**src/hdl/jetp_pkg.sv**
```systemverilog
// ----------------------------------------------------------------------------
// Julia escape time pixel package
// Widths, register map, reset values, shared types and saturation.
// ----------------------------------------------------------------------------
package jetp_pkg;

  localparam int COORD_W = 12;
  localparam int Q_W     = 32;
  localparam int STEP_W  = 31;
  localparam int ITER_W  = 16;
  localparam int CFG_IDX_W = 3;

  localparam int FRAC_BITS = 28;
  localparam logic [63:0] ESCAPE_Q56 = 64'd4 << 56;

  localparam logic [CFG_IDX_W-1:0] REG_ORIGIN_REAL = 3'd0;
  localparam logic [CFG_IDX_W-1:0] REG_ORIGIN_IMAG = 3'd1;
  localparam logic [CFG_IDX_W-1:0] REG_PIXEL_STEP  = 3'd2;
  localparam logic [CFG_IDX_W-1:0] REG_CONST_REAL  = 3'd3;
  localparam logic [CFG_IDX_W-1:0] REG_CONST_IMAG  = 3'd4;
  localparam logic [CFG_IDX_W-1:0] REG_MAX_ITER    = 3'd5;

  localparam logic signed [Q_W-1:0] RST_ORIGIN_REAL = -32'sd539587461;
  localparam logic signed [Q_W-1:0] RST_ORIGIN_IMAG = -32'sd394264;
  localparam logic [STEP_W-1:0]     RST_PIXEL_STEP  = 31'd789333;
  localparam logic signed [Q_W-1:0] RST_CONST_REAL  = 32'sd0;
  localparam logic signed [Q_W-1:0] RST_CONST_IMAG  = -32'sd214748365;
  localparam logic [ITER_W-1:0]     RST_MAX_ITER    = 16'd512;

  localparam int QUEUE_DEPTH = 2;
  localparam int QPTR_W = (QUEUE_DEPTH > 1) ? $clog2(QUEUE_DEPTH) : 1;
  localparam int QCNT_W = $clog2(QUEUE_DEPTH + 1);

  typedef struct packed {
    logic signed [Q_W-1:0] origin_real;
    logic signed [Q_W-1:0] origin_imag;
    logic [STEP_W-1:0]     pixel_step;
    logic signed [Q_W-1:0] const_real;
    logic signed [Q_W-1:0] const_imag;
    logic [ITER_W-1:0]     max_iter;
  } cfg_t;

  typedef struct packed {
    logic signed [Q_W-1:0] zr;
    logic signed [Q_W-1:0] zi;
    logic [COORD_W-1:0]    column;
    logic [COORD_W-1:0]    row;
  } item_t;

  function automatic logic signed [Q_W-1:0] sat32(input logic signed [63:0] v);
    logic signed [Q_W-1:0] r;
    if (v > 64'sd2147483647) begin
      r = 32'sh7FFF_FFFF;
    end else if (v < -64'sd2147483648) begin
      r = 32'sh8000_0000;
    end else begin
      r = v[Q_W-1:0];
    end
    return r;
  endfunction

endpackage

```
**src/hdl/jetp_if.sv**
```systemverilog
// ----------------------------------------------------------------------------
// Julia escape time pixel channels
// Pixel input, count output and register write channels.
// ----------------------------------------------------------------------------
interface jetp_in_if;
  logic                           valid;
  logic                           ready;
  logic [jetp_pkg::COORD_W-1:0]   column;
  logic [jetp_pkg::COORD_W-1:0]   row;
  modport source (output valid, column, row, input ready);
  modport sink   (input valid, column, row, output ready);
endinterface


```
**src/hdl/jetp_front.sv**
```systemverilog
// ----------------------------------------------------------------------------
// Julia escape time pixel front end
// Accepts pixel transactions and maps them to a saturated start point.
// ----------------------------------------------------------------------------
module jetp_front (
  input  logic             clk,
  input  logic             rst,
  jetp_in_if.sink          pix_in,
  input  jetp_pkg::cfg_t   regs,
  output jetp_pkg::item_t  item,
  output logic             item_valid,
  input  logic             item_ready
);

  logic [42:0]        prod_re;
  logic [42:0]        prod_im;
  logic signed [43:0] sum_re;
  logic signed [43:0] sum_im;
  logic               take;

  assign pix_in.ready = !item_valid || item_ready;
  assign take = pix_in.valid && pix_in.ready;

  assign prod_re = 43'(regs.pixel_step) * 43'(pix_in.column);
  assign prod_im = 43'(regs.pixel_step) * 43'(pix_in.row);
  assign sum_re  = 44'(regs.origin_real) + $signed(44'(prod_re));
  assign sum_im  = 44'(regs.origin_imag) + $signed(44'(prod_im));

  always_ff @(posedge clk) begin
    if (rst) begin
      item_valid <= 1'b0;
    end else if (take) begin
      item_valid <= 1'b1;
    end else if (item_ready) begin
      item_valid <= 1'b0;
    end
  end

  always_ff @(posedge clk) begin
    if (take) begin
      item.zr     <= jetp_pkg::sat32(64'(sum_re));
      item.zi     <= jetp_pkg::sat32(64'(sum_im));
      item.column <= pix_in.column;
      item.row    <= pix_in.row;
    end
  end

endmodule

```
**src/flat_wrapper.sv**
```systemverilog
// flat-port wrapper written by rule: the top's interface ports become plain ports
module jetp_front_flat 
  (clk, rst, regs, item, item_valid, item_ready, pix_in_valid, pix_in_column, pix_in_row, pix_in_ready);
  jetp_in_if pix_in_i ();
  input  logic clk;
  input  logic rst;
  input  jetp_pkg::cfg_t regs;
  output jetp_pkg::item_t item;
  output logic item_valid;
  input  logic item_ready;
  input wire logic [$bits(pix_in_i.valid)-1:0] pix_in_valid;
  input wire logic [$bits(pix_in_i.column)-1:0] pix_in_column;
  input wire logic [$bits(pix_in_i.row)-1:0] pix_in_row;
  output wire logic [$bits(pix_in_i.ready)-1:0] pix_in_ready;
  assign pix_in_i.valid = pix_in_valid;
  assign pix_in_i.column = pix_in_column;
  assign pix_in_i.row = pix_in_row;
  assign pix_in_ready = pix_in_i.ready;
  jetp_front u_core (.clk(clk), .rst(rst), .pix_in(pix_in_i), .regs(regs), .item(item), .item_valid(item_valid), .item_ready(item_ready));
endmodule
```
**config.mk**
```make
export PLATFORM = sky130hd
export DESIGN_NAME = jetp_front_flat
export DESIGN_NICKNAME = d
export VERILOG_FILES = /design/src/hdl/jetp_pkg.sv /design/src/hdl/jetp_if.sv /design/src/hdl/jetp_front.sv /design/src/flat_wrapper.sv
export SDC_FILE = /design/constraint.sdc
export NUM_CORES = 2
export LEC_CHECK = 0
export ABC_AREA = 1
export BUFFER_PORTS_ARGS = -buffer_cell sky130_fd_sc_hd__buf_2
export CORE_MARGIN = 1.5
export CORE_UTILIZATION = 50
export CTS_CLUSTER_SIZE = 25
export DETAILED_ROUTE_END_ITERATION = 16
export MAX_ROUTING_LAYER = met4
export PLACE_DENSITY = 0.77
export SLEW_MARGIN = 20
export SYNTH_ARGS = -nofsm -noshare
export SYNTH_HDL_FRONTEND = slang
export SYNTH_SLANG_ARGS = --single-unit
```
**constraint.sdc**
```tcl
create_clock -name clk -period 16 [get_ports clk]
set_input_delay 0 -clock clk [delete_from_list [all_inputs] [get_ports clk]]
set_output_delay 0 -clock clk [all_outputs]
set_load 0.02 [all_outputs]
```
# Yosys cells after proc, flatten, opt, wreduce, memory -nomap -nowiden
# Index checks and enable logic that the tools add are counted.
totals:
  elab_cells: 21
  regBits: 89
  output_inout_bits: 90
classes:
  add_sub_neg: 2
  n_reduce_logical: 4
  multipliers: 2
  n_mux: 4
  magnitude_cmp: 4
op_table:
  columns: ["cell", "n"]
  rows:
  - ["adder 32 x 44 -> 44 bit", 2]
  - ["greater-than comparator 44 x 32 -> 1 bit, second input constant", 2]
  - ["< comparator 44 x 32 -> 1 bit, second input constant", 2]
  - ["multiplier 31 x 12 -> 43 bit", 2]
  - ["two-way mux 32 bit", 2]
  - ["two-way mux 1 bit", 2]
  - ["nonzero test 2 bit", 1]
  - ["logical AND 1 bit", 1]
  - ["logical NOT 1 bit", 1]
  - ["logical OR 1 bit", 1]

# Longest topological paths before layout
logic_depth:
  ltp_word: 4
  depth_mapped: 46

# Worst setup path before layout
# Ideal clock, no wire load.
synth_timing:
  path_type: "input -> register"
  start: "in pix_in_column[3]"
  end: "reg u_core.item[58] (netlist name)"
  required_time_ps: 15748
  stages: 38
  setup_ps: 252
  t_arrival_ps: 6186
  slack_ps: 9562
  path_cell_list: "clkbuf_1 nand2_1 fa_1 fa_1 fa_1 inv_1 fa_1 inv_1 fa_1 inv_1 ha_1 nand2_1 o21bai_1 a21oi_1 nor3_1 nor2_1 o21ai_0 inv_1 [2 not listed] nand3_1 nand2_1 ha_1 a21oi_1 o21ai_0 nand2_1 nand2_1 a21oi_1 nand3_1 nand2_1 nand2_1 nor2_1 nand2_1 nor2_2 nand2_2 nand2_4 buf_8 nand2_1"
synth_between:
  elab_chain_len: 4
synth_lines:
  columns: ["element", "line_no", "source"]
  rows:
  - ["start, declared", "flat_wrapper.sv:12", "input wire logic [$bits(pix_in_i.column)-1:0] pix_in_column;"]
  - ["multiplier 31 x 12 -> 43 bit *", "jetp_front.sv:24", "assign prod_re = 43'(regs.pixel_step) * 43'(pix_in.column);"]
  - ["adder 32 x 44 -> 44 bit *", "jetp_front.sv:26", "assign sum_re = 44'(regs.origin_real) + $signed(44'(prod_re));"]
  - ["< comparator 44 x 32 -> 1 bit", "jetp_pkg.sv:54", "end else if (v < -64'sd2147483648) begin"]
  - ["two-way mux 32 bit", "jetp_pkg.sv:54", null]
# Mark *: on every way between the ends. The rest lies on a longest branch, timed or not.
# A chain may end at the register's enable or synchronous reset.

# Worst setup path in the final report
layout_timing:
  start: "in pix_in_column[6]"
  end: "reg u_core.item[59] (netlist name)"
layout_between:
  elab_chain_len: 4
layout_lines:
  columns: ["element", "line_no"]
  rows:
  - ["multiplier 31 x 12 -> 43 bit *", "jetp_front.sv:24"]
  - ["adder 32 x 44 -> 44 bit *", "jetp_front.sv:26"]
  - ["< comparator 44 x 32 -> 1 bit", "jetp_pkg.sv:54"]
  - ["two-way mux 32 bit", "jetp_pkg.sv:54"]
# Marks and branches as above.

==> impl_results.md <==
* Status: complete, no violations
* H-tree depth at 3
* Final nets at 5807
* First-pass GRT wire length at 147300 um
* Buf+Inv Stages, Crit Path at 4
* Post-synth top cells: nand2_1 (1556), inv_1 (1176), fa_1 (582)
* RSZ-0062 raised after global routing: no
* Number of global-route vias before repair at 30240
* Fraction of registers with async set or reset after synthesis at 0
* Final period util at 0.4905
* Drt via density at 5.134
* Gr ovfl total at 0
* Most area-consuming cells after synthesis: fa_1 (35%), nand2_1 (18%), inv_1 (13%), ha_1 (9.8%), edfxtp_1 (7.9%)
* Top-count cell post-synth: nand2_1
* Die Y at 261.3 um
* Layout cells sized above 1 at 0.05645
* Clock Skews at 17.14 ps
* Top Family by Delay on Critical Path: adder cells
* FP Rows at 94
* Post-CTS sizing at 0
* CTS root buffer: clkbuf_16
* Warnings from Yosys at 0
* CP max stage delay at 620 ps
* Pin count of the biggest net entering global routing at 46
* CP arrival at 8120 ps
* Worst setup SP type: primary input
* EDFF count, synth at 88
* Die width at 261.3 um
* Worst slew margin at 0.4601
* DRC Markers at 0
* Area Growth Syn to Fin at 5.640%
* Mean routed wirelength per cell at 15.74 um
* Initial antenna violation count at 6
* GRT Util Overall at 0.2787
* Crit path max fanout at 32
* Core ar. at 65860 um2
* Final WL at 88700 um
* Top cell type's share of synthesized area at 0.3492
* Final Hold Viols at 0
* Later-pin clock latency in the skew report at 420 ps
* Critical Path RT at 16270 ps
* Setup violators final at 0
* Final HPWL DP at 73440 um
* Die ar. at 68290 um2
* Mapped Cells at 4676
* Port bufs at 212
* Number of fill cells in the layout at 6321
* Highest clock rate at 127.4 MHz
* Ports at 293
* DRT Pass-1 Iters at 6
* Critical path capture point type: flop
* #FFs+latches synth at 89
* Synthesized area at 33360 um2
* Initial Util at 0.5066
* Clock transition at the registers of the reported paths at 100 ps
* Cell taking the most area after synthesis: fa_1
* Sequential area share after synthesis at 0.07980
* Crit Path Class: primary input to flop
* Critical-path top delay cell: buf_2
* CTS max path bufs at 2
* Final ANT Viol Nets at 0
* Clock sink count at 89
* Setup_tns at 0 ps
* Reg2reg setup slack at 14540 ps
* Last weighted congestion value of the routability-driven placer at 0.9477
* Hold Path Class: primary input to flop
* Most common cell on crit path: nand2_1
* Synth Net Count at 5723
* Worst Max-Slew Pin Slew at 809.8 ps
* Total CTS buffers at 9
* Slew Limit Fails at 0
* Mean Syn Cell Area at 7.135 um2
* CTS tree: yes
* Max Cap Viol at 0
* Unique masters post-synth at 40
* Vias at 28940
* Most used DFF post-synth: edfxtp_1
* DR iter-0 viols at 1801
* Final min period at 7849 ps
==> timing repair <==
item	4_1_cts	5_1_grt
hold buffers	4	0
setup buffers	0	0
endpoints found under the hold margin	3	0
==> area by class of cell <==
class	instances	area, um2	share of cell area
sequential	89	2663	0.07554
antenna	7	17.52	0.0004970
tap	864	1081	0.03067
inverter	1177	4418	0.1254
clock buffer	9	225.2	0.006390
multi-input combinational	3263	25630	0.7273
clock inverter	7	76.32	0.002165
timing repair buffer	220	1131	0.03209
==> through the flow <==
step	hold WS (ps)	setup WS [ps]	area [um2]	util	cells
after CTS	145.2	8161	35230	0.5349	5629
final	160.1	8151	35250	0.5351	5636
after floorplan	69.07	9562	33360	-	4676
after global placement	156.5	7909	34890	0.5297	5609
after detailed placement	163.9	7790	34890	0.5297	5609
after global routing	188.6	7675	35240	0.5351	5635
==> worst paths after layout <==
kind | startpoint | endpoint | depth (start not counted)
setup / recovery | pix_in_column[6] | u_core.item[59] | 33
hold / removal | regs[136] | u_core.item[49] | 5
setup reg to reg | u_core.item_valid | u_core.item[55] | 2
hold reg to reg | u_core.item_valid | u_core.item[3] | 2
==> worst register-to-register path: stages, from the launching register on <==
cell and delay, ps:
dfxtp_1 350, a21oi_4 160, buf_4 530
==> cells by family (layout without fill, tap and decap cells) <==
kind of cell / after synthesis / count (layout) / synth area share
compound gates: 320 / 320 / 0.05355
xor+xnor: 135 / 135 / 0.03544
fa+ha+maj: 844 / 844 / 0.4475
buf+inv: 1324 / 1413 / 0.1522
flops: 89 / 89 / 0.07980
other cells: 0 / 7 / 0
simple gates: 1964 / 1964 / 0.2315
==> cells in the final DEF (no fill, tap or decap), drive strengths merged, types with 2 or more instances in the layout <==
cell type,instances
nand2,1569
inv,1182
fa,582
ha,262
nor2,249
buf,216
a21oi,172
nand3,95
edfxtp,88
xor2,81
o21ai,68
xnor2,54
nand4,24
o21bai,21
a31oi,20
a21o,14
nor3,14
clkbuf,9
o21a,8
diode,7
a21boi,7
nand3b,7
o211ai,6
dlygate4sd3,4
nor4,3
or2,2
clkinv,2
==> per-layer routing <==
metal	vias up	GRT usage	wire length (um)
li1	13840	-	-
met1	14030	0.3320	36210
met2	887	0.4849	44290
met3	181	0.03823	5489
met4	0	0.09195	2705
met5	-	-	0
==> flip-flops by register name, indices dropped and copies added, names as in the netlist <==
register           flops
u_core.item           88
u_core.item_valid      1
Power is left out: the tool's default activity adds up to more than one toggle a clock period on the data nets, which glitch-free logic cannot reach.
