`config.mk`:
```
export PLATFORM = sky130hd
export DESIGN_NAME = jetp_queue
export DESIGN_NICKNAME = d
export VERILOG_FILES = /design/src/hdl/jetp_pkg.sv /design/src/hdl/jetp_queue.sv
export SDC_FILE = /design/constraint.sdc
export NUM_CORES = 1
export LEC_CHECK = 0
export ABC_CLOCK_PERIOD_IN_PS = 7600
export BUFFER_PORTS_ARGS = -buffer_cell sky130_fd_sc_hd__clkbuf_2
export CELL_PAD_IN_SITES_DETAIL_PLACEMENT = 1
export CELL_PAD_IN_SITES_GLOBAL_PLACEMENT = 1
export CORE_MARGIN = 1
export CORE_UTILIZATION = 35
export CTS_CLUSTER_DIAMETER = 150
export DETAILED_ROUTE_END_ITERATION = 16
export PLACE_DENSITY = 0.63
export SKIP_CTS_REPAIR_TIMING = 1
export SLEW_MARGIN = 20
export SYNTH_ARGS = -nofsm -noshare
export SYNTH_HDL_FRONTEND = slang
export SYNTH_SLANG_ARGS = --single-unit
```
`constraint.sdc`:
```
create_clock -name clk -period 7.6 [get_ports clk]
set_clock_uncertainty 0.1 [all_clocks]
set_input_delay 1.52 -clock clk [delete_from_list [all_inputs] [get_ports clk]]
set_output_delay 1.52 -clock clk [all_outputs]
set_load 0.03 [all_outputs]
```
`src/hdl/jetp_pkg.sv`:
```
// ----------------------------------------------------------------------------
// Julia escape time pixel package
// Widths, register map, reset values, shared types and saturation.
// ----------------------------------------------------------------------------
package jetp_pkg;

  localparam int COORD_W = 12;
  localparam int Q_W     = 32;
  localparam int STEP_W  = 31;
  localparam int ITER_W  = 16;
  localparam int CFG_IDX_W = 3;

  localparam int FRAC_BITS = 28;
  localparam logic [63:0] ESCAPE_Q56 = 64'd4 << 56;

  localparam logic [CFG_IDX_W-1:0] REG_ORIGIN_REAL = 3'd0;
  localparam logic [CFG_IDX_W-1:0] REG_ORIGIN_IMAG = 3'd1;
  localparam logic [CFG_IDX_W-1:0] REG_PIXEL_STEP  = 3'd2;
  localparam logic [CFG_IDX_W-1:0] REG_CONST_REAL  = 3'd3;
  localparam logic [CFG_IDX_W-1:0] REG_CONST_IMAG  = 3'd4;
  localparam logic [CFG_IDX_W-1:0] REG_MAX_ITER    = 3'd5;

  localparam logic signed [Q_W-1:0] RST_ORIGIN_REAL = -32'sd539587461;
  localparam logic signed [Q_W-1:0] RST_ORIGIN_IMAG = -32'sd394264;
  localparam logic [STEP_W-1:0]     RST_PIXEL_STEP  = 31'd789333;
  localparam logic signed [Q_W-1:0] RST_CONST_REAL  = 32'sd0;
  localparam logic signed [Q_W-1:0] RST_CONST_IMAG  = -32'sd214748365;
  localparam logic [ITER_W-1:0]     RST_MAX_ITER    = 16'd512;

  localparam int QUEUE_DEPTH = 2;
  localparam int QPTR_W = (QUEUE_DEPTH > 1) ? $clog2(QUEUE_DEPTH) : 1;
  localparam int QCNT_W = $clog2(QUEUE_DEPTH + 1);

  typedef struct packed {
    logic signed [Q_W-1:0] origin_real;
    logic signed [Q_W-1:0] origin_imag;
    logic [STEP_W-1:0]     pixel_step;
    logic signed [Q_W-1:0] const_real;
    logic signed [Q_W-1:0] const_imag;
    logic [ITER_W-1:0]     max_iter;
  } cfg_t;

  typedef struct packed {
    logic signed [Q_W-1:0] zr;
    logic signed [Q_W-1:0] zi;
    logic [COORD_W-1:0]    column;
    logic [COORD_W-1:0]    row;
  } item_t;

  function automatic logic signed [Q_W-1:0] sat32(input logic signed [63:0] v);
    logic signed [Q_W-1:0] r;
    if (v > 64'sd2147483647) begin
      r = 32'sh7FFF_FFFF;
    end else if (v < -64'sd2147483648) begin
      r = 32'sh8000_0000;
    end else begin
      r = v[Q_W-1:0];
    end
    return r;
  endfunction

endpackage

```
`src/hdl/jetp_queue.sv`:
```
// ----------------------------------------------------------------------------
// Julia escape time pixel queue
// Short FIFO between front end and iteration engine.
// ----------------------------------------------------------------------------
module jetp_queue (
  input  logic             clk,
  input  logic             rst,
  input  jetp_pkg::item_t  push_item,
  input  logic             push_valid,
  output logic             push_ready,
  output jetp_pkg::item_t  pop_item,
  output logic             pop_valid,
  input  logic             pop_ready
);

  jetp_pkg::item_t                 store [jetp_pkg::QUEUE_DEPTH];
  logic [jetp_pkg::QPTR_W-1:0]     wr_ptr;
  logic [jetp_pkg::QPTR_W-1:0]     rd_ptr;
  logic [jetp_pkg::QCNT_W-1:0]     count;
  logic                            do_push;
  logic                            do_pop;

  assign push_ready = count != jetp_pkg::QCNT_W'(jetp_pkg::QUEUE_DEPTH);
  assign pop_valid  = count != '0;
  assign do_push    = push_valid && push_ready;
  assign do_pop     = pop_valid && pop_ready;
  assign pop_item   = store[rd_ptr];

  always_ff @(posedge clk) begin
    if (rst) begin
      wr_ptr <= '0;
      rd_ptr <= '0;
      count  <= '0;
    end else begin
      if (do_push) begin
        wr_ptr <= (wr_ptr == jetp_pkg::QPTR_W'(jetp_pkg::QUEUE_DEPTH - 1)) ? '0 : wr_ptr + 1'b1;
      end
      if (do_pop) begin
        rd_ptr <= (rd_ptr == jetp_pkg::QPTR_W'(jetp_pkg::QUEUE_DEPTH - 1)) ? '0 : rd_ptr + 1'b1;
      end
      if (do_push && !do_pop) begin
        count <= count + 1'b1;
      end else if (do_pop && !do_push) begin
        count <= count - 1'b1;
      end
    end
  end

  always_ff @(posedge clk) begin
    if (do_push) begin
      store[wr_ptr] <= push_item;
    end
  end

endmodule

```
Word-level counts from Yosys, hierarchy flattened

Memories as Yosys holds them, arrays and structs flattened. A register that Yosys moved wholly into a read port is not among the register bits.
Index checks and enable logic that the tools add are counted.

Add/sub/neg operators: 4
Equal/unequal tests: 1
Mux-type cells: 8
Reductions and logical operators: 8

Operator list:

| kind                | number |
|---|---|
| $mux 1              | 6 |
| $logic_and 1x1->1   | 4 |
| $mux 2              | 2 |
| $reduce_bool 2->1   | 2 |
| $add 1x1->1 const B | 2 |
| $add 2x1->2 const B | 1 |
| $logic_not 1->1     | 2 |
| $ne 2x2->1 const B  | 1 |
| $sub 2x1->2 const B | 1 |

Flip-flop bits (word level): 4
Bits in writable memories: 176
Input port bits: 92
Word-level logic and storage cells: 25
Memories: 1

Memories:

| name  | depth | width | rd ports | clocked after Yosys merged registers in | wr ports | line             | source |
|---|---|---|---|---|---|---|---|
| store | 2     | 88    | 1        | 1                                       | 1        | jetp_queue.sv:16 | `jetp_pkg::item_t store [jetp_pkg::QUEUE_DEPTH];` |

Depth between registers and ports, before layout

Gate-level depths: netlist of the first run.

Depth in word-level cells: 6
Depth in mapped cells: 6
Mapped depth without buffers: 6

Least setup slack after synthesis of the first run

Ideal clock, no wire load.

Path type: input-to-reg
From: in push_valid
To: mem store[1][0] in the netlist's numbering, enable pin
Library setup time: 0.457 ns
Data arrival time: 3.615 ns
Data required time: 7.043 ns
Slack: 3.428 ns
Stages: 1
Cell sequence: and3_1

Word-level cells in the longest chain between the ends: 3

RTL lines:

| element                      | line             | source |
|---|---|---|
| start: declaration           | jetp_queue.sv:9  | `input logic push_valid,` |
| $logic_and 1x1->1            | jetp_queue.sv:25 | `assign do_push = push_valid && push_ready;` |
| $mux 1                       | jetp_queue.sv:50 | `if (do_push) begin` |
| $mux 1 (implied by the code) | jetp_queue.sv:51 | `store[wr_ptr] <= push_item;` |
| end: declaration             | jetp_queue.sv:16 |  |

Every way passes these cells.

==> results by group, run 1 <==
Run status
  – Status: complete, no violations

Drt
  – Vias per cell: 4.60
  – Via count: 3398
  – DRT Pass-1 Iters: 4
  – WL final: 13.0 mm
  – Number of remaining DRC errors: 0
  – DRT iter0 DRCs: 106
  – Routed Antenna Nets: 0
  – Drt wl/cell: 17.6 µm

Place
  – Post-place setup slack: 3.81 ns
  – Port bufs: 181
  – Placed cell count: 706
  – Detailed placer's ending HPWL: 8.43 mm
  – Final Wtd Congestion: 0.690

CTS
  – H-Tree Depth: 4
  – CTS root buffer: clkbuf_16
  – Clk_lat worst skew: 0.42 ns
  – Total CTS buffers: 17
  – CTS Buffer Depth: 2
  – Reg clk slew, reported paths: 0.06 ns
  – Clock Sinks: 181
  – CTS tree: built

STA
  – Relative slew slack: 49.2%
  – Fmax: 242 MHz
  – Worst-Margin Slew: 0.761 ns
  – Setup_tns: 0 ns
  – Min Tclk post-route: 4.13 ns
  – Unrepaired setup endpoints after global routing: false
  – Final Cycle Share: 54.3%
  – Final worst slack: 3.47 ns
  – Final hold viol count: 0
  – Max Slew Vio Count: 0
  – # setup viols final: 0

Global routing
  – Initial antenna violation count: 0
  – Largest net degree at the start of global routing: 55
  – Vias in the first global route: 3805
  – Gr usage total: 13.8%
  – First-pass GRT wire length: 20.4 mm
  – Grt ovf: 0

Setup path
  – Worst path bufs/invs: 2
  – Largest stage delay, worst path: 0.73 ns
  – Slowest CP cell: dfxtp_4
  – CP Data Required Time: 5.98 ns
  – Max FO, Critical Path: 54
  – Setup crit end kind: output port
  – CP delay by family, top: buffers and inverters
  – Critical path, cell by cell: buf_4 -> mux2_2 -> clkbuf_2
  – Startpoint Class: flip-flop
  – Critical path type: reg2out
  – Worst Path Arrival: 2.51 ns

Finish
  – Layout cells sized above 1: 61.1%
  – Commonest non-fill, non-tap cell in the layout: clkbuf_2
  – Final net count: 584
  – Antenna cell count: 0
  – Post-layout util: 45.1%
  – Most frequent cells in the layout: clkbuf_2, edfxtp_1, mux2_2
  – Post-route insts no fill: 738
  – Area growth, synth to finish: 26.5%

Floorplanning
  – Starting Density: 35.7%
  – Die area: 19600 µm²
  – Die Ht: 140 µm
  – Rows: 50
  – Die width: 140 µm
  – Core Region: 18600 µm²
  – Io pins: 182

Run
  – Maxcap violations: 0

Logic synthesis
  – Syn Nets: 391
  – FF+latch count, synth: 181
  – Synth warnings: 0
  – Post-synthesis sequential area ratio: 81.0%
  – Post-synth cell types: 19
  – Cell area after synthesis: 6650 µm²
  – Synth Instances: 298
  – Mean Syn Cell Area: 22.3 µm²

Pwr
  – Leakage: 0.00320 µW
  – VDD IR max: 0.166 mV
  – Power per cell area: 366 nW/µm²

Hold path
  – Type of the most critical hold path: reg2reg
logic make-up (layout without fill, tap and decap cells):
family,after synthesis,count (layout),synth area share (%)
AO/OA/AOI/OAI,5,5,0.452
XOR/XNOR,3,3,0.395
adder cells (fa/ha/maj),1,1,0.188
buffers and inverters,11,217,1.19
flip-flops,181,181,81.0
multiplexers,88,88,16.0
AND/OR/NAND/NOR,9,9,0.753
cell usage after synthesis, drive strengths merged:
cell type / count / area share [%]
inv: 1 / 0.056
o21ai: 2 / 0.15
or3: 1 / 0.094
a21oi: 2 / 0.15
and3: 1 / 0.094
a21bo: 1 / 0.15
ha: 1 / 0.19
and2: 1 / 0.094
mux2: 88 / 16
xor2: 3 / 0.40
nand2b: 1 / 0.094
nand3b: 1 / 0.11
or2: 1 / 0.094
dfxtp: 5 / 1.5
buf: 10 / 1.1
edfxtp: 176 / 79
nor2: 3 / 0.17
worst paths after layout:
check | start | to | slack (ns) | cells after the start
setup / recovery | flip-flop | pop_item[36] | 3.47 | 3
hold / removal | count[1] | count[1] | 0.42 | 2
setup reg to reg | count[0] | store[0][11] | 5.14 | 4
hold reg to reg | count[1] | count[1] | 0.42 | 2
report_power, final:
group | total (µW) | internal (µW) | switching [µW]
sequential | 1310 | 1250 | 61.8
combinational | 871 | 309 | 563
clock | 894 | 522 | 372
registers in the layout, indices dropped and copies added, names as in the netlist, named ones only:
name / flops
rd_ptr: 1
wr_ptr: 1
store: 176
count: 2
layer usage:
| metal | GRT usage (%) | routed length (µm) |
|---|---|---|
| met1 | 17.4 | 5740 |
| met3 | 3.89 | 775 |
| met4 | 5.55 | 214 |
| met2 | 22.6 | 6240 |
| met5 | 0 | 0 |
worst register-to-register path: stages, from the launching register on:
cell and delay (ns):
dfxtp_1 0.40, nand2b_1 0.24, nand3b_1 0.18, inv_4 0.46, buf_4 0.69
through the flow:
step | power [µW] | cell area, µm² | hold WS [ns]
global route | 3210 | 8410 | 0.482
floorplan | 1980 | 6650 | 0.371
CTS | 3120 | 8410 | 0.432
finish | 3070 | 8410 | 0.425
global placement | 2200 | 7810 | 0.386
detailed placement | 2220 | 7810 | 0.418
area by class of cell:
cell class	count	area, µm²
fillers	1837	10200
inverters	1	6.26
repair buffers	184	928
clock inverters	14	174
multi-input cells	106	1190
well taps	234	293
clock buffers	18	429
flip-flops and latches	181	5390
Power figures use the tool's default switching activity.
==> inputs of run 2 (changes only) <==
--- a/config.mk
+++ b/config.mk
@@ -5,7 +5,8 @@
 export SDC_FILE = /design/constraint.sdc
 export NUM_CORES = 1
 export LEC_CHECK = 0
-export ABC_CLOCK_PERIOD_IN_PS = 7600
+export ABC_AREA = 1
+export ABC_CLOCK_PERIOD_IN_PS = 3750
 export BUFFER_PORTS_ARGS = -buffer_cell sky130_fd_sc_hd__clkbuf_2
 export CELL_PAD_IN_SITES_DETAIL_PLACEMENT = 1
 export CELL_PAD_IN_SITES_GLOBAL_PLACEMENT = 1
@@ -13,7 +14,7 @@
 export CORE_UTILIZATION = 35
 export CTS_CLUSTER_DIAMETER = 150
 export DETAILED_ROUTE_END_ITERATION = 16
-export PLACE_DENSITY = 0.63
+export PLACE_DENSITY = 0.66
 export SKIP_CTS_REPAIR_TIMING = 1
 export SLEW_MARGIN = 20
 export SYNTH_ARGS = -nofsm -noshare
==> constraint.sdc (replaced) <==
create_clock -name clk -period 3.75 [get_ports clk]
set_clock_uncertainty 0.1 [all_clocks]
set_input_delay 0.75 -clock clk [delete_from_list [all_inputs] [get_ports clk]]
set_output_delay 0.75 -clock clk [all_outputs]
set_load 0.03 [all_outputs]
==> run 2 against run 1 <==
Count of clock-buffer cells in the layout rose by 7. Worst hold slack worse by 0.0025 ns. Design area about the same. Die area up 0.24%. Sequential cell count stayed put. Register-to-register slack got worse by 3.4 ns. Via count grew 1.1%. Critical path depth unchanged. Global-route usage decreased by 0.16 points. Routed wire length is 1.2% lower. First-iteration DRC count is 20% higher. Non-clock buffer count grew 2. Critical path type unchanged. Critical endpoint is now pop_item[75]. Highest routed layer unchanged.
==> results by group, run 2 <==
Run status
  – Status: complete, no violations

CTS
  – Total CTS buffers: 17
  – H-Tree Depth: 4
  – CTS Buffer Depth: 2
  – Clock Sinks: 181
  – CTS tree: built
  – CTS root buffer: clkbuf_16
  – Clk_lat worst skew: 0.41 ns
  – Reg clk slew, reported paths: 0.06 ns

Finish
  – Most frequent cells in the layout: clkbuf_2, edfxtp_1, mux2_2
  – Layout cells sized above 1: 57.6%
  – Biggest regs: store: 176 flops, count: 2 flops
  – Antenna cell count: 0
  – Largest register FFs: 176
  – Post-route insts no fill: 751
  – FF+latch area: 5390 µm²
  – Area growth, synth to finish: 26.2%
  – Commonest non-fill, non-tap cell in the layout: clkbuf_2
  – Final net count: 599
  – Multi-input logic area: 1190 µm²
  – Fillers: 1843
  – Most flop-heavy register: store

Place
  – Placed cell count: 721
  – Port bufs: 181
  – Final Wtd Congestion: 0.687
  – Detailed placer's ending HPWL: 8.52 mm

Drt
  – Drt wl/cell: 17.1 µm
  – Via count: 3435
  – Vias per cell: 4.57
  – DRT Pass-1 Iters: 4
  – WL final: 12.8 mm
  – DRT iter0 DRCs: 127
  – Number of remaining DRC errors: 0
  – Routed Antenna Nets: 0

Pwr
  – Clock group share of total power: 28.5%
  – VDD IR max: 0.326 mV
  – Power per cell area: 719 nW/µm²
  – Switching Power: 1880 µW
  – Leakage: 0.00321 µW
  – Logic pwr share: 27.2%
  – Overall power: 6050 µW
  – Sw Share: 31.1%
  – Sequential share of power: 44.3%
  – P_int: 4170 µW

Logic synthesis
  – Top-count cell post-synth: edfxtp_1
  – Number of flops mapped to enable cells by yosys: 176
  – Synth Instances: 311
  – Ranking of synthesized cells by area: edfxtp_1, mux2_2, mux2_4, dfxtp_1, buf_6
  – Synth async-reset ratio: 0%
  – Synth warnings: 0
  – Mean Syn Cell Area: 21.4 µm²
  – Cell area after synthesis: 6670 µm²
  – Syn Nets: 404
  – Post-synthesis sequential area ratio: 80.8%
  – FF+latch count, synth: 181
  – Most frequent cells after synthesis: edfxtp_1, mux2_2, mux2_4
  – Most common flop cell mapped by yosys: edfxtp_1
  – Post-synth cell types: 14
  – Synth area leader: edfxtp_1
  – Synth top area share: 79.3%

Setup path
  – Max FO, Critical Path: 47
  – Worst Path Arrival: 2.15 ns
  – CP Data Required Time: 2.90 ns
  – Startpoint Class: flip-flop
  – Setup crit end kind: output port
  – Critical path type: reg2out

STA
  – Fmax: 334 MHz
  – Min Tclk post-route: 3.00 ns
  – Relative slew slack: 43.1%
  – # setup viols final: 0
  – Final hold viol count: 0
  – Max Slew Vio Count: 0
  – Worst-Margin Slew: 0.854 ns
  – Final Cycle Share: 79.9%
  – Unrepaired setup endpoints after global routing: false
  – Hold slack: 0.422 ns

Global routing
  – First-pass GRT wire length: 19.9 mm
  – Gr usage total: 13.7%
  – Initial antenna violation count: 0
  – Vias in the first global route: 3735
  – Largest net degree at the start of global routing: 62
  – Grt ovf: 0

Floorplanning
  – Die Ht: 140 µm
  – Rows: 50
  – Starting Density: 35.6%
  – Die area: 19600 µm²
  – Die width: 140 µm
  – Core Region: 18700 µm²
  – Io pins: 182

Run
  – Maxcap violations: 0

Hold path
  – Type of the most critical hold path: in2reg
[run 2: power groups by stage]
stage / clock, µW / sequential, µW / combinational (µW)
6_report: 1720 / 2680 / 1650
5_1_grt: 1850 / 2720 / 1750
2_1_floorplan: 0 / 2680 / 1270
3_3_place_gp: 0 / 2710 / 1640
3_5_place_dp: 0 / 2740 / 1680
4_1_cts: 1770 / 2690 / 1680
[run 2: critical path, stage by stage, from the launching register on]
cell	delay (ns)
dfxtp_4	0.77
buf_12	0.34
mux2_2	0.38
clkbuf_2	0.18
[run 2: cells by family after synthesis]
kind of cell	share of synthesized area, %
simple gates	1.15
compound gates	0.300
fa+ha+maj	0.188
flops	80.8
mux	16.0
buf+inv	1.58
[run 2: final timing paths]
| kind | from | endpoint | slack [ns] | cells past startpoint |
|---|---|---|---|---|
| worst max-delay path | flip-flop | pop_item[75] | 0.75 | 3 |
| worst min-delay path | push_item[84] | store[0][84] | 0.42 | 1 |
| worst max register to register | count[0] | store[1][64] | 1.73 | 5 |
| worst min register to register | rd_ptr | rd_ptr | 0.42 | 2 |
[run 2: layout make-up]
class / count / area share, %
clock buffer: 25 / 5.41
tap: 234 / 3.48
timing repair buffer: 186 / 11.4
clock inverter: 5 / 1.20
multi-input combinational: 112 / 14.1
sequential: 181 / 64.0
inverter: 8 / 0.357
[run 2: stage by stage]
stage	utilization [%]	setup TNS (ns)	setup WS, ns	cell area (µm²)
finish	45.0	0	0.752	8410
global route	45.0	0	0.620	8410
CTS	45.0	0	0.684	8410
detailed placement	42.0	0	1.11	7860
global placement	42.0	0	1.14	7860
floorplan	-	-247.59	-1.41	6670
[run 2: per-layer routing]
layer  global-route usage [%]  routed length, µm  vias up
met4                     5.38                178        0
met2                     24.6               6720      105
met1                     15.2               5310     1721
met3                     4.00                611       12
met5                        0                  0        -
li1                         -                  -     1597
==> inputs of run 3 (changes only) <==
--- a/config.mk
+++ b/config.mk
@@ -5,8 +5,8 @@
 export SDC_FILE = /design/constraint.sdc
 export NUM_CORES = 1
 export LEC_CHECK = 0
-export ABC_AREA = 1
-export ABC_CLOCK_PERIOD_IN_PS = 3750
+export ABC_AREA = 0
+export ABC_CLOCK_PERIOD_IN_PS = 2900
 export BUFFER_PORTS_ARGS = -buffer_cell sky130_fd_sc_hd__clkbuf_2
 export CELL_PAD_IN_SITES_DETAIL_PLACEMENT = 1
 export CELL_PAD_IN_SITES_GLOBAL_PLACEMENT = 1
@@ -14,7 +14,7 @@
 export CORE_UTILIZATION = 35
 export CTS_CLUSTER_DIAMETER = 150
 export DETAILED_ROUTE_END_ITERATION = 16
-export PLACE_DENSITY = 0.66
+export PLACE_DENSITY = 0.63
 export SKIP_CTS_REPAIR_TIMING = 1
 export SLEW_MARGIN = 20
 export SYNTH_ARGS = -nofsm -noshare
==> constraint.sdc (replaced) <==
create_clock -name clk -period 2.9 [get_ports clk]
set_clock_uncertainty 0.1 [all_clocks]
set_input_delay 0.58 -clock clk [delete_from_list [all_inputs] [get_ports clk]]
set_output_delay 0.58 -clock clk [all_outputs]
set_load 0.03 [all_outputs]
==> run 3 against run 2 <==
Cell count decreased by 1.3%. Routed wire length fell by 2.5%. Count of clock-buffer cells in the layout is 8 lower. Worst hold slack lost 0.18 ns. Combinational power up 41%. Design area grew 0.86%. Highest routed layer unchanged. Die area fell by 0.24%. Non-clock buffer count is 1 higher. Register-to-register slack worse by 0.73 ns.
==> results by group, run 3 (same netlist as run 1, synthesis figures left out) <==
CTS
  – Reg clk slew, reported paths: 0.07 ns
  – Clock Sinks: 181
  – Clk_lat worst skew: 0.42 ns
  – CTS root buffer: clkbuf_16
  – Total CTS buffers: 17
  – CTS Buffer Depth: 2
  – H-Tree Depth: 4
  – CTS tree: built

Setup path
  – Origin of the critical flop-to-flop path: count[0]
  – Worst Path Arrival: 1.90 ns
  – Reg2Reg Setup Slack: 1.00 ns
  – CP delay by family, top: flip-flops
  – Largest stage delay, worst path: 0.60 ns
  – Reg-to-reg endpoint: store[0][32]
  – CP Data Required Time: 2.22 ns
  – Worst path bufs/invs: 2
  – Startpoint Class: flip-flop
  – Critical path type: reg2out
  – Worst R2R Path Depth: 4
  – Total stage count of the critical path: 3
  – Setup crit end kind: output port
  – Max FO, Critical Path: 36
  – Worst setup endpoint: pop_item[78]
  – Slowest CP cell: dfxtp_4
  – Critical path, cell by cell: buf_12 -> mux2_2 -> clkbuf_2

Global routing
  – Vias in the first global route: 3764
  – Largest net degree at the start of global routing: 51
  – First-pass GRT wire length: 19.8 mm
  – Grt ovf: 0
  – Gr usage total: 13.5%
  – Initial antenna violation count: 0

Floorplanning
  – Core Region: 18600 µm²
  – Die width: 140 µm
  – Io pins: 182
  – Starting Density: 35.7%
  – Rows: 50
  – Die area: 19600 µm²
  – Die Ht: 140 µm

Finish
  – Largest register FFs: 176
  – Antenna cell count: 0
  – Most frequent cells in the layout: clkbuf_2, edfxtp_1, mux2_2
  – Most flop-heavy register: store
  – Final net count: 587
  – Area growth, synth to finish: 27.6%
  – Biggest regs: store: 176 flops, count: 2 flops
  – Fillers: 1803
  – Layout cells sized above 1: 61.5%
  – Commonest non-fill, non-tap cell in the layout: clkbuf_2
  – Finished Cell Area: 8490 µm²

STA
  – Worst-Margin Slew: 0.621 ns
  – Fmax: 388 MHz
  – Unrepaired setup endpoints after global routing: false
  – Final worst slack: 0.322 ns
  – Final Cycle Share: 88.9%
  – Final hold viol count: 0
  – Relative slew slack: 58.6%
  – # setup viols final: 0
  – Max Slew Vio Count: 0
  – Setup_tns: 0 ns
  – Min Tclk post-route: 2.58 ns

Place
  – Final Wtd Congestion: 0.681
  – Detailed placer's ending HPWL: 8.47 mm
  – Post-DP Area: 7870 µm²
  – Port bufs: 181
  – Post-place setup slack: 0.729 ns

Run status
  – Status: complete, no violations

Drt
  – Number of remaining DRC errors: 0
  – WL final: 12.5 mm
  – Vias per cell: 4.52
  – Via count: 3348
  – Routed Antenna Nets: 0
  – DRT iter0 DRCs: 159
  – DRT Pass-1 Iters: 6
  – Drt wl/cell: 16.9 µm

Pwr
  – Leakage: 0.00323 µW
  – Power per cell area: 959 nW/µm²
  – Overall power: 8140 µW
  – VDD IR max: 0.414 mV

Hold path
  – Type of the most critical hold path: in2reg
  – Hold Startpoint: push_item[2]

Run
  – Maxcap violations: 0
==> run 3: power by group <==
part / switching, µW / internal, µW
clock network: 1020 / 1390
registers: 140 / 3270
logic: 1480 / 849
total: 2640 / 5500
==> run 3: area by class of cell <==
class	instances	area, µm²	share of cell area (%)
Sequential cell	181	5390	63.5
Multi-Input combinational cell	106	1190	14.0
Timing Repair Buffer	187	988	11.6
Clock buffer	17	425	5.01
Tap cell	234	293	3.45
Clock inverter	15	194	2.29
Inverter	1	7.51	0.0885
==> run 3: worst min-delay path by stage <==
stage	slack [ns]	to	depth (start not counted)
after floorplan	0.37	count[1]	2
after global placement	0.39	rd_ptr	2
after detailed placement	0.40	rd_ptr	2
after CTS	0.22	store[0][2]	1
after global routing	0.22	store[0][49]	1
final	0.24	store[0][2]	1
==> run 3: stage by stage <==
step	utilization, %	instances	hold WS [ns]
after floorplan	-	298	0.371
after global routing	45.5	741	0.223
after detailed placement	42.2	709	0.400
after CTS	45.5	741	0.220
after global placement	42.2	709	0.388
final	45.5	741	0.245
==> run 3: layer usage <==
layer	track usage (%)	vias to the layer above	wire length, µm
met4	5.61	0	176
met5	0	-	0
met1	15.2	1649	5100
li1	-	1572	-
met3	4.47	13	760
met2	23.4	114	6470
